## src/sv/gda_pkg.sv

```systemverilog
// ----------------------------------------------------------------------------
// gda_pkg
// Shared widths, calendar tables and pipeline stage types for the
// Gregorian date arithmetic unit.
// ----------------------------------------------------------------------------
package gda_pkg;

	localparam int unsigned MAX_YEAR_DEF = 9999;

	localparam int unsigned DAY_W   = 5;
	localparam int unsigned MONTH_W = 4;
	localparam int unsigned YEAR_W  = 14;
	localparam int unsigned DOY_W   = 9;
	localparam int unsigned DN_W    = 22;
	localparam int unsigned SN_W    = 23;
	localparam int unsigned WD_W    = 3;

	localparam int unsigned IN_TDATA_W  = 48;
	localparam int unsigned OUT_TDATA_W = 104;

	// floor(x / 25) == (x * RECIP25) >> RECIP_SH for x < 4096
	localparam logic [12:0] RECIP25  = 13'd5243;
	localparam int unsigned RECIP_SH = 17;

	localparam logic [3:0] MON_JAN = 4'd1;
	localparam logic [3:0] MON_FEB = 4'd2;
	localparam logic [3:0] MON_MAR = 4'd3;
	localparam logic [3:0] MON_APR = 4'd4;
	localparam logic [3:0] MON_MAY = 4'd5;
	localparam logic [3:0] MON_JUN = 4'd6;
	localparam logic [3:0] MON_JUL = 4'd7;
	localparam logic [3:0] MON_AUG = 4'd8;
	localparam logic [3:0] MON_SEP = 4'd9;
	localparam logic [3:0] MON_OCT = 4'd10;
	localparam logic [3:0] MON_NOV = 4'd11;
	localparam logic [3:0] MON_DEC = 4'd12;

	localparam logic [4:0] DEC_LEN = 5'd31;

	function automatic logic [4:0] month_days(input logic [3:0] m, input logic leap);
		logic [4:0] n;
		case (m)
			MON_JAN, MON_MAR, MON_MAY, MON_JUL,
			MON_AUG, MON_OCT, MON_DEC: n = 5'd31;
			MON_APR, MON_JUN, MON_SEP, MON_NOV: n = 5'd30;
			MON_FEB: n = leap ? 5'd29 : 5'd28;
			default: n = 5'd0;
		endcase
		return n;
	endfunction

	// days in the months before m
	function automatic logic [8:0] cum_days(input logic [3:0] m, input logic leap);
		logic [8:0] n;
		case (m)
			MON_JAN: n = 9'd0;
			MON_FEB: n = 9'd31;
			MON_MAR: n = 9'd59;
			MON_APR: n = 9'd90;
			MON_MAY: n = 9'd120;
			MON_JUN: n = 9'd151;
			MON_JUL: n = 9'd181;
			MON_AUG: n = 9'd212;
			MON_SEP: n = 9'd243;
			MON_OCT: n = 9'd273;
			MON_NOV: n = 9'd304;
			MON_DEC: n = 9'd334;
			default: n = 9'd0;
		endcase
		if (leap && m > MON_FEB) begin
			n = n + 9'd1;
		end
		return n;
	endfunction

	typedef struct packed {
		logic [4:0]  day;
		logic [3:0]  month;
		logic [13:0] year;
	} date_t;

	typedef struct packed {
		date_t       dt;
		logic        rng_ok;
		logic [22:0] base1;
		logic [7:0]  div100;
		logic [7:0]  y4d25;
		logic [5:0]  y16d25;
	} lane_s1_t;

	typedef struct packed {
		logic        valid;
		logic        leap;
		logic [8:0]  doy;
		logic [22:0] base2;
	} lane_s2_t;

	typedef struct packed {
		logic [4:0]  nday;
		logic [3:0]  nmonth;
		logic [13:0] nyear;
		logic [4:0]  pday;
		logic [3:0]  pmonth;
		logic [13:0] pyear;
	} nav_t;

	typedef struct packed {
		logic        valid;
		logic        leap;
		logic [8:0]  doy;
		nav_t        nav;
		logic [22:0] sn0;
		logic [22:0] sn1;
	} mid_s3_t;

	typedef struct packed {
		logic        valid;
		logic        leap;
		logic [8:0]  doy;
		logic [21:0] dn;
		logic [2:0]  wd;
		nav_t        nav;
		logic [22:0] diff;
	} result_t;

endpackage

```

## src/sv/gregorian_date_arithmetic_unit.sv

```systemverilog
// ----------------------------------------------------------------------------
// gregorian_date_arithmetic_unit
// Proleptic Gregorian day number, weekday, neighbor dates and day
// difference of two dates, in a four-stage pipeline.
// ----------------------------------------------------------------------------
// channel   group        fields
// input     s_tdata      first date, second date
// output    m_tdata      leap, day of year, day number, weekday, next/prev, diff
// output    m_tuser      first date valid
//
// One transaction per cycle sustained while the output is not stalled.
// Stages: year split and reciprocal multiplies, leap/validity
// and year base, day number, weekday fold and difference.
// Reset clears only the stage valid bits. A stalled output freezes the stages
// behind it; empty stages still fill, so no transaction is lost or repeated.
// ----------------------------------------------------------------------------
module gregorian_date_arithmetic_unit
	import gda_pkg::*;
#(
	parameter int unsigned MAX_YEAR = MAX_YEAR_DEF
) (
	input  logic                   clk,
	input  logic                   arst_n,
	input  logic                   s_tvalid,
	output logic                   s_tready,
	// day, month, year, other_day, other_month, other_year, 2 pad bits
	input  logic [IN_TDATA_W-1:0]  s_tdata,
	output logic                   m_tvalid,
	input  logic                   m_tready,
	// is_leap, day_of_year, day_number, weekday, next_day, next_month,
	// next_year, prev_day, prev_month, prev_year, day_difference
	output logic [OUT_TDATA_W-1:0] m_tdata,
	// is_valid
	output logic                   m_tuser
);

	logic v_s1, v_s2, v_s3, v_s4;
	logic en1, en2, en3, en4;

	lane_s1_t lane_s1 [2];
	lane_s2_t lane_s2 [2];
	nav_t     nav_s2;
	mid_s3_t  mid_s3;
	result_t  res_s4;

	date_t    din [2];
	lane_s1_t lane_d1 [2];
	lane_s2_t lane_d2 [2];
	nav_t     nav_d2;
	mid_s3_t  mid_d3;
	result_t  res_d4;

	assign en4 = !v_s4 || m_tready;
	assign en3 = !v_s3 || en4;
	assign en2 = !v_s2 || en3;
	assign en1 = !v_s1 || en2;
	assign s_tready = en1;

	assign din[0] = '{day: s_tdata[4:0], month: s_tdata[8:5], year: s_tdata[22:9]};
	assign din[1] = '{day: s_tdata[27:23], month: s_tdata[31:28], year: s_tdata[45:32]};

	// stage 1: year split, reciprocal multiplies, range checks
	always_comb begin
		logic [13:0] p;
		logic [11:0] q4;
		logic [24:0] m100;
		logic [24:0] my4;
		logic [22:0] my16;
		for (int i = 0; i < 2; i++) begin
			p    = din[i].year - 14'd1;
			q4   = p[13:2];
			m100 = 25'(q4) * 25'(RECIP25);
			my4  = 25'(din[i].year[13:2]) * 25'(RECIP25);
			my16 = 23'(din[i].year[13:4]) * 23'(RECIP25);
			lane_d1[i].dt     = din[i];
			lane_d1[i].rng_ok = (din[i].year != '0) && (32'(din[i].year) <= MAX_YEAR) &&
				(din[i].month >= MON_JAN) && (din[i].month <= MON_DEC) &&
				(din[i].day != '0);
			lane_d1[i].base1  = 23'(p) * 23'd365 + 23'(q4);
			lane_d1[i].div100 = m100[RECIP_SH +: 8];
			lane_d1[i].y4d25  = my4[RECIP_SH +: 8];
			lane_d1[i].y16d25 = my16[RECIP_SH +: 6];
		end
	end

	// stage 2: leap, validity, ordinal, year base, neighbor dates
	always_comb begin
		logic        y100, y400, leap, ok;
		logic [4:0]  mlen;
		date_t       dt;
		nav_t        nv;
		for (int i = 0; i < 2; i++) begin
			dt   = lane_s1[i].dt;
			y100 = (dt.year[1:0] == 2'd0) &&
				(12'(lane_s1[i].y4d25) * 12'd25 == dt.year[13:2]);
			y400 = (dt.year[3:0] == 4'd0) &&
				(10'(lane_s1[i].y16d25) * 10'd25 == dt.year[13:4]);
			leap = (dt.year[1:0] == 2'd0) && (!y100 || y400);
			mlen = month_days(dt.month, leap);
			ok   = lane_s1[i].rng_ok && (dt.day <= mlen);
			lane_d2[i].valid = ok;
			lane_d2[i].leap  = ok && leap;
			lane_d2[i].doy   = ok ? cum_days(dt.month, leap) + 9'(dt.day) : '0;
			lane_d2[i].base2 = lane_s1[i].base1 - 23'(lane_s1[i].div100) +
				23'(lane_s1[i].div100[7:2]);
		end

		dt   = lane_s1[0].dt;
		y100 = (dt.year[1:0] == 2'd0) && (12'(lane_s1[0].y4d25) * 12'd25 == dt.year[13:2]);
		y400 = (dt.year[3:0] == 4'd0) && (10'(lane_s1[0].y16d25) * 10'd25 == dt.year[13:4]);
		leap = (dt.year[1:0] == 2'd0) && (!y100 || y400);
		mlen = month_days(dt.month, leap);
		nv.nday   = dt.day + 5'd1;
		nv.nmonth = dt.month;
		nv.nyear  = dt.year;
		if (dt.day == mlen) begin
			nv.nday = 5'd1;
			if (dt.month == MON_DEC) begin
				nv.nmonth = MON_JAN;
				nv.nyear  = dt.year + 14'd1;
			end else begin
				nv.nmonth = dt.month + 4'd1;
			end
		end
		nv.pday   = dt.day - 5'd1;
		nv.pmonth = dt.month;
		nv.pyear  = dt.year;
		if (dt.day == 5'd1) begin
			if (dt.month == MON_JAN) begin
				nv.pmonth = MON_DEC;
				nv.pyear  = dt.year - 14'd1;
				nv.pday   = DEC_LEN;
			end else begin
				nv.pmonth = dt.month - 4'd1;
				nv.pday   = month_days(dt.month - 4'd1, leap);
			end
		end
		nav_d2 = lane_d2[0].valid ? nv : '0;
	end

	// stage 3: day numbers
	always_comb begin
		mid_d3.valid = lane_s2[0].valid;
		mid_d3.leap  = lane_s2[0].leap;
		mid_d3.doy   = lane_s2[0].doy;
		mid_d3.nav   = nav_s2;
		mid_d3.sn0   = lane_s2[0].valid ? lane_s2[0].base2 + 23'(lane_s2[0].doy) : '0;
		mid_d3.sn1   = lane_s2[1].valid ? lane_s2[1].base2 + 23'(lane_s2[1].doy) : '0;
	end

	// stage 4: weekday by octal digit sum (8 == 1 mod 7), difference
	always_comb begin
		logic [23:0] snx;
		logic [5:0]  dsum;
		logic [3:0]  s2;
		logic [2:0]  r;
		snx  = {1'b0, mid_s3.sn0};
		dsum = '0;
		for (int k = 0; k < 8; k++) begin
			dsum = dsum + 6'(snx[3*k +: 3]);
		end
		s2 = 4'(dsum[5:3]) + 4'(dsum[2:0]);
		r  = (s2 >= 4'd7) ? 3'(s2 - 4'd7) : s2[2:0];
		res_d4.valid = mid_s3.valid;
		res_d4.leap  = mid_s3.leap;
		res_d4.doy   = mid_s3.doy;
		res_d4.dn    = mid_s3.sn0[21:0];
		res_d4.wd    = !mid_s3.valid ? 3'd0 : ((r == 3'd0) ? 3'd7 : r);
		res_d4.nav   = mid_s3.nav;
		res_d4.diff  = mid_s3.sn0 - mid_s3.sn1;
	end

	always_ff @(posedge clk or negedge arst_n) begin
		if (!arst_n) begin
			v_s1 <= 1'b0;
			v_s2 <= 1'b0;
			v_s3 <= 1'b0;
			v_s4 <= 1'b0;
		end else begin
			if (en1) v_s1 <= s_tvalid;
			if (en2) v_s2 <= v_s1;
			if (en3) v_s3 <= v_s2;
			if (en4) v_s4 <= v_s3;
		end
	end

	always_ff @(posedge clk) begin
		if (en1 && s_tvalid) begin
			lane_s1 <= lane_d1;
		end
		if (en2 && v_s1) begin
			lane_s2 <= lane_d2;
			nav_s2  <= nav_d2;
		end
		if (en3 && v_s2) begin
			mid_s3 <= mid_d3;
		end
		if (en4 && v_s3) begin
			res_s4 <= res_d4;
		end
	end

	assign m_tvalid = v_s4;
	assign m_tuser  = res_s4.valid;
	assign m_tdata  = {res_s4.diff,
		res_s4.nav.pyear, res_s4.nav.pmonth, res_s4.nav.pday,
		res_s4.nav.nyear, res_s4.nav.nmonth, res_s4.nav.nday,
		res_s4.wd, res_s4.dn, res_s4.doy, res_s4.leap};

	a_invalid_zero: assert property (@(posedge clk) disable iff (!arst_n)
		m_tvalid && !m_tuser |-> m_tdata[80:0] == '0)
		else $error("invalid date with nonzero derived fields");

	a_weekday_set: assert property (@(posedge clk) disable iff (!arst_n)
		m_tvalid && m_tuser |-> m_tdata[34:32] != 3'd0)
		else $error("valid date with zero weekday");

	a_doy_range: assert property (@(posedge clk) disable iff (!arst_n)
		m_tvalid && m_tuser |-> m_tdata[9:1] != 9'd0 && m_tdata[9:1] <= 9'd366)
		else $error("day of year out of range");

	a_accept_fills: assert property (@(posedge clk) disable iff (!arst_n)
		s_tvalid && s_tready |=> v_s1)
		else $error("accepted transaction not in stage 1");

	a_stage3_held: assert property (@(posedge clk) disable iff (!arst_n)
		v_s3 && !en4 |=> v_s3)
		else $error("stalled stage 3 transaction dropped");

endmodule

```

## config.mk

```make
export PLATFORM = sky130hd
export DESIGN_NAME = gregorian_date_arithmetic_unit
export DESIGN_NICKNAME = d
export VERILOG_FILES = /design/src/sv/gda_pkg.sv /design/src/sv/gregorian_date_arithmetic_unit.sv
export SDC_FILE = /design/constraint.sdc
export NUM_CORES = 2
export LEC_CHECK = 0
export BUFFER_PORTS_ARGS = -buffer_cell sky130_fd_sc_hd__buf_2
export CORE_UTILIZATION = 40
export CTS_BUF_LIST = sky130_fd_sc_hd__clkbuf_8
export DETAILED_ROUTE_END_ITERATION = 7
export PLACE_DENSITY = 0.67
export SLEW_MARGIN = 20
export SYNTH_ARGS = -nofsm -noshare
export SYNTH_HDL_FRONTEND = slang
export SYNTH_SLANG_ARGS = --single-unit
```

## constraint.sdc

```tcl
create_clock -name clk -period 16.25 [get_ports clk]
set_input_delay 0 -clock clk [delete_from_list [all_inputs] [get_ports clk]]
set_output_delay 0 -clock clk [all_outputs]
set_load 0.1 [all_outputs]
```

# Word level (Yosys, flattened, before mapping)
# Memory sizes are Yosys's and may differ from the RTL's. A register that Yosys moved wholly into a read port is not among the register bits.
# Cells that the tools add are included.
# totals
in_bits	52
reg_bits	463
mem_count	2
romBits	288
elab_cells	223
# classes
n_bitwise	1
n_mux	17
n_eq_ne	42
n_lt_le_gt_ge	11
n_reduce_logical	51
n_mul	12
n_addsub	30
# mem_list
name	words	word_bits	rd	rd_clocked_by_memory_dff	write_ports	line_no	text
(no name shown)	16	9	1	1	0	gda_pkg.sv:55	case (m)
(no name shown)	16	9	1	1	0	gda_pkg.sv:55	
# op_table
op	count
$mul 12x13->25 const B	4
$eq 4x4->1 const B	15
$eq 4x3->1 const B	12
$add 23x12->23	2
$add 23x6->23	2
$add 23x9->23	2
$mul 10x13->23 const B	2
$mul 14x9->23 const B	2
$sub 23x8->23	2
$pmux 5 s3	3
$sub 14x1->14 const B	3
$le 14x14->1 const B	2
$mux 14	2
$reduce_bool 14->1	2
$mux 9	3
$eq 12x12->1	2
$eq 4x2->1 const B	6
$mul 8x5->12 const B	2
$logic_and 1x1->1	23
$mux 23	1
$sub 23x23->23	1
$reduce_or 7->1	3
$eq 10x10->1	2
$mul 6x5->10 const B	2
other kinds (34)	64

# Logic depth before layout (Yosys ltp)
# logic_depth
word_depth	12
depth_mapped	32
ltp_nobuf	32

# Least setup slack after synthesis
# OpenSTA, ideal clock, no wires.
# synth_timing
path_type	register to register
startpoint	register v_s4, in the netlist m_tvalid
endpoint	register with a tool-made name
t_arrival_ns	8.127
required_ns	16.098
setup_slack_ns	7.971
setup_time_ns	0.152
stages_incl_launch_ff	10
path_cell_list	dfrtp_1 > nor2b_1 > nand4_1 > nand2_1 > inv_1 > clkbuf_1 > a21oi_1 > ha_1 > nand2_1 > o21ai_0
# synth_lines
item	line_no	text
start: declaration	gregorian_date_arithmetic_unit.sv:37	logic v_s1, v_s2, v_s3, v_s4;
start signal: assignment	gregorian_date_arithmetic_unit.sv:183	if (en4) v_s4 <= v_s3;

==> summary.txt <==
Worst Setup End Kind -> flop
Multi-input gate area -> 26400 sq um
most common cell after layout, fill and taps aside -> inv_1
setup tns final -> 0 ns
share of cells above drive strength 1 -> 7.154%
Area Overhead vs Synth -> 10.52%
CTS max path bufs -> 3
max incr delay on CP -> 0.55 ns
vias in the first global route -> 29130
GP Congestion -> 0.8781
FF+latch area -> 14240 sq um
# placed instances -> 5591
Unique masters post-synth -> 81
Worst-Margin Slew -> 1.083 ns
Final Setup Violations -> 0
Max Transition Viols Final -> 0
initial core utilization -> 40.60%
CP required -> 16.65 ns
Max-Cap Viols -> 0
Skew-Pair Late Insertion Delay -> 0.66 ns
Final Hold Vio Count -> 0
most frequent cells in the layout -> inv_1, ha_1, edfxtp_1
CP most frequent cell -> ha_1
initial antenna violation count -> 2
top_reg_cell synth -> edfxtp_1
cell depth of the worst flop-to-flop path -> 20
Tcrit/Tclk final -> 47.48%
dpl hpwl -> 70850 um
synthesized cell area -> 43770 sq um
Post-Route WL -> 86740 um
Wirelength per Cell -> 15.01 um
Via density -> 4.936
Pre-antenna DRT Iters -> 7
antenna-violating nets left -> 0
root cell of the clock tree -> clkbuf_8
hold path depth -> 2
fmax -> 129.6 MHz
Syn Nets -> 5187
Ports -> 159
vias -> 28530
Die W -> 332.8 um
largest net degree at the start of global routing -> 74
EDFF count, synth -> 459
Final min period -> 7.715 ns
Die H -> 332.8 um
Slew Limit Headroom -> 27.31%
Reg clk slew, reported paths -> 0.06 ns
CP Data Arrival Time -> 8.12 ns
status -> complete, no violations
Final Skew -> 0.04130 ns
Port Buffers -> 156
Core Region -> 107800 sq um
global-route wire length before repair -> 145000 um
DRC viols -> 0
htree depth -> 3
post_cts resized -> 0
CP max-delay cell -> fa_1
Post-CTS Setup Inserts -> 0
asr flop ratio synth -> 0.8316%
row count -> 120
Layout Cells excl Fill -> 5780
Fill cells -> 10010
total grt overflow -> 0
RSZ-0062 raised after global routing -> no
Syn Area/Cell -> 10.81 sq um
number of CTS-inserted buffers -> 79
delay-heaviest family, CP -> adder cells
Seq/Total Area, Yosys -> 32.55%
Die Area -> 110700 sq um
synth warn -> 0
flops & latches, synth -> 481
Worst setup SP type -> primary input
nets -> 5458
CTS tree -> built
DRT iter0 DRCs -> 1356
crit path max fanout -> 13
Total GRT Usage -> 16.01%
Setup CP Type -> primary input to flop
Post-Synthesis Cells -> 4049
clk sinks -> 481
Hold WC Path Type -> primary input to flop
Bufs and invs on worst path -> 7
WP depth -> 30
-- path summary, 6_finish.rpt --
kind	from	end	slack (ns)
worst max-delay path	s_tdata[36]	lane_s1[21]	8.53
worst min-delay path	s_tdata[2]	lane_s1[135]	0.08
worst max register to register	lane_s1[76]	mid_d3[82]	9.70
worst min register to register	mid_s3[72]	m_tdata[47]	0.40
max in group asynchronous	arst_n	v_s3	15.80
min in group asynchronous	arst_n	m_tvalid	0.25
-- registers in the layout, indices dropped and copies added (netlist names), named ones only --
name and cells:
v_s1 1, m_tvalid 1, m_tdata 104, v_s2 1, mid_d3 46, m_tuser 1, mid_s3 103, lane_s2 67
v_s3 1, lane_s1 138
-- layer usage --
metal,share of wire [%],GRT usage [%],wire length [um]
met1,47,21.25,40530
met2,47,27.11,41190
met3,3.0,1.673,2617
met4,2.8,5.589,2406
met5,0,0,0
-- logic make-up after synthesis --
group                    after synthesis  share of synthesized area, %
flip-flops                           481                         32.55
AND/OR/NAND/NOR                      725                         8.065
AO/OA/AOI/OAI                        599                         8.848
multiplexers                          16                        0.3774
buffers and inverters                836                         7.196
XOR/XNOR                             306                         6.124
adder cells (fa/ha/maj)             1086                         36.84
-- repair_timing --
item / in CTS / in global routing
endpoints found under the setup margin: 0 / 0
hold buffers: 51 / 0
hold endpoints to repair: 74 / 0
-- Yosys cell counts, types with 19 or more instances --
cell type	count	share of area [%]
a211oi_1	21	0.36
a21o_1	56	0.96
a21oi_1	184	2.1
a31oi_1	19	0.27
and2_1	21	0.30
and3_1	19	0.27
clkbuf_1	29	0.25
edfxtp_1	459	31
fa_1	338	15
ha_1	748	21
inv_1	795	6.8
nand2_1	146	1.3
nand2b_1	28	0.40
nand3_1	76	0.87
nand4_1	31	0.44
nor2_1	226	1.9
nor2b_1	33	0.47
nor3_1	54	0.62
o21a_1	37	0.63
o21ai_0	98	1.1
o21ai_1	33	0.38
o21bai_1	23	0.39
or3_1	29	0.41
xnor2_1	211	4.2
xor2_1	95	1.9
-- area by class of cell --
cell class / instances / share of cell area (%)
Clock inverter: 55 / 0.8407
Clock buffer: 81 / 2.305
Tap cell: 1403 / 3.629
Multi-Input combinational cell: 2732 / 54.57
Sequential cell: 481 / 29.45
Timing Repair Buffer: 228 / 2.995
Inverter: 798 / 6.203
Antenna cell: 2 / 0.01035
-- per-stage QoR --
stage                     setup WS [ns]  cell area [sq um]  utilization, %  hold slack [ns]
after floorplan                   7.971              43770               -          -0.2956
after global placement            8.454              46330           42.98          -0.1920
after detailed placement          8.381              46330           42.98          -0.1866
after CTS                         8.556              48370           44.87          0.01496
after global routing              8.057              48370           44.87          0.05241
final                             8.535              48370           44.87          0.07873
Power is left out: the tool's default activity adds up to more than one toggle a clock period on the data nets, which glitch-free logic cannot reach.
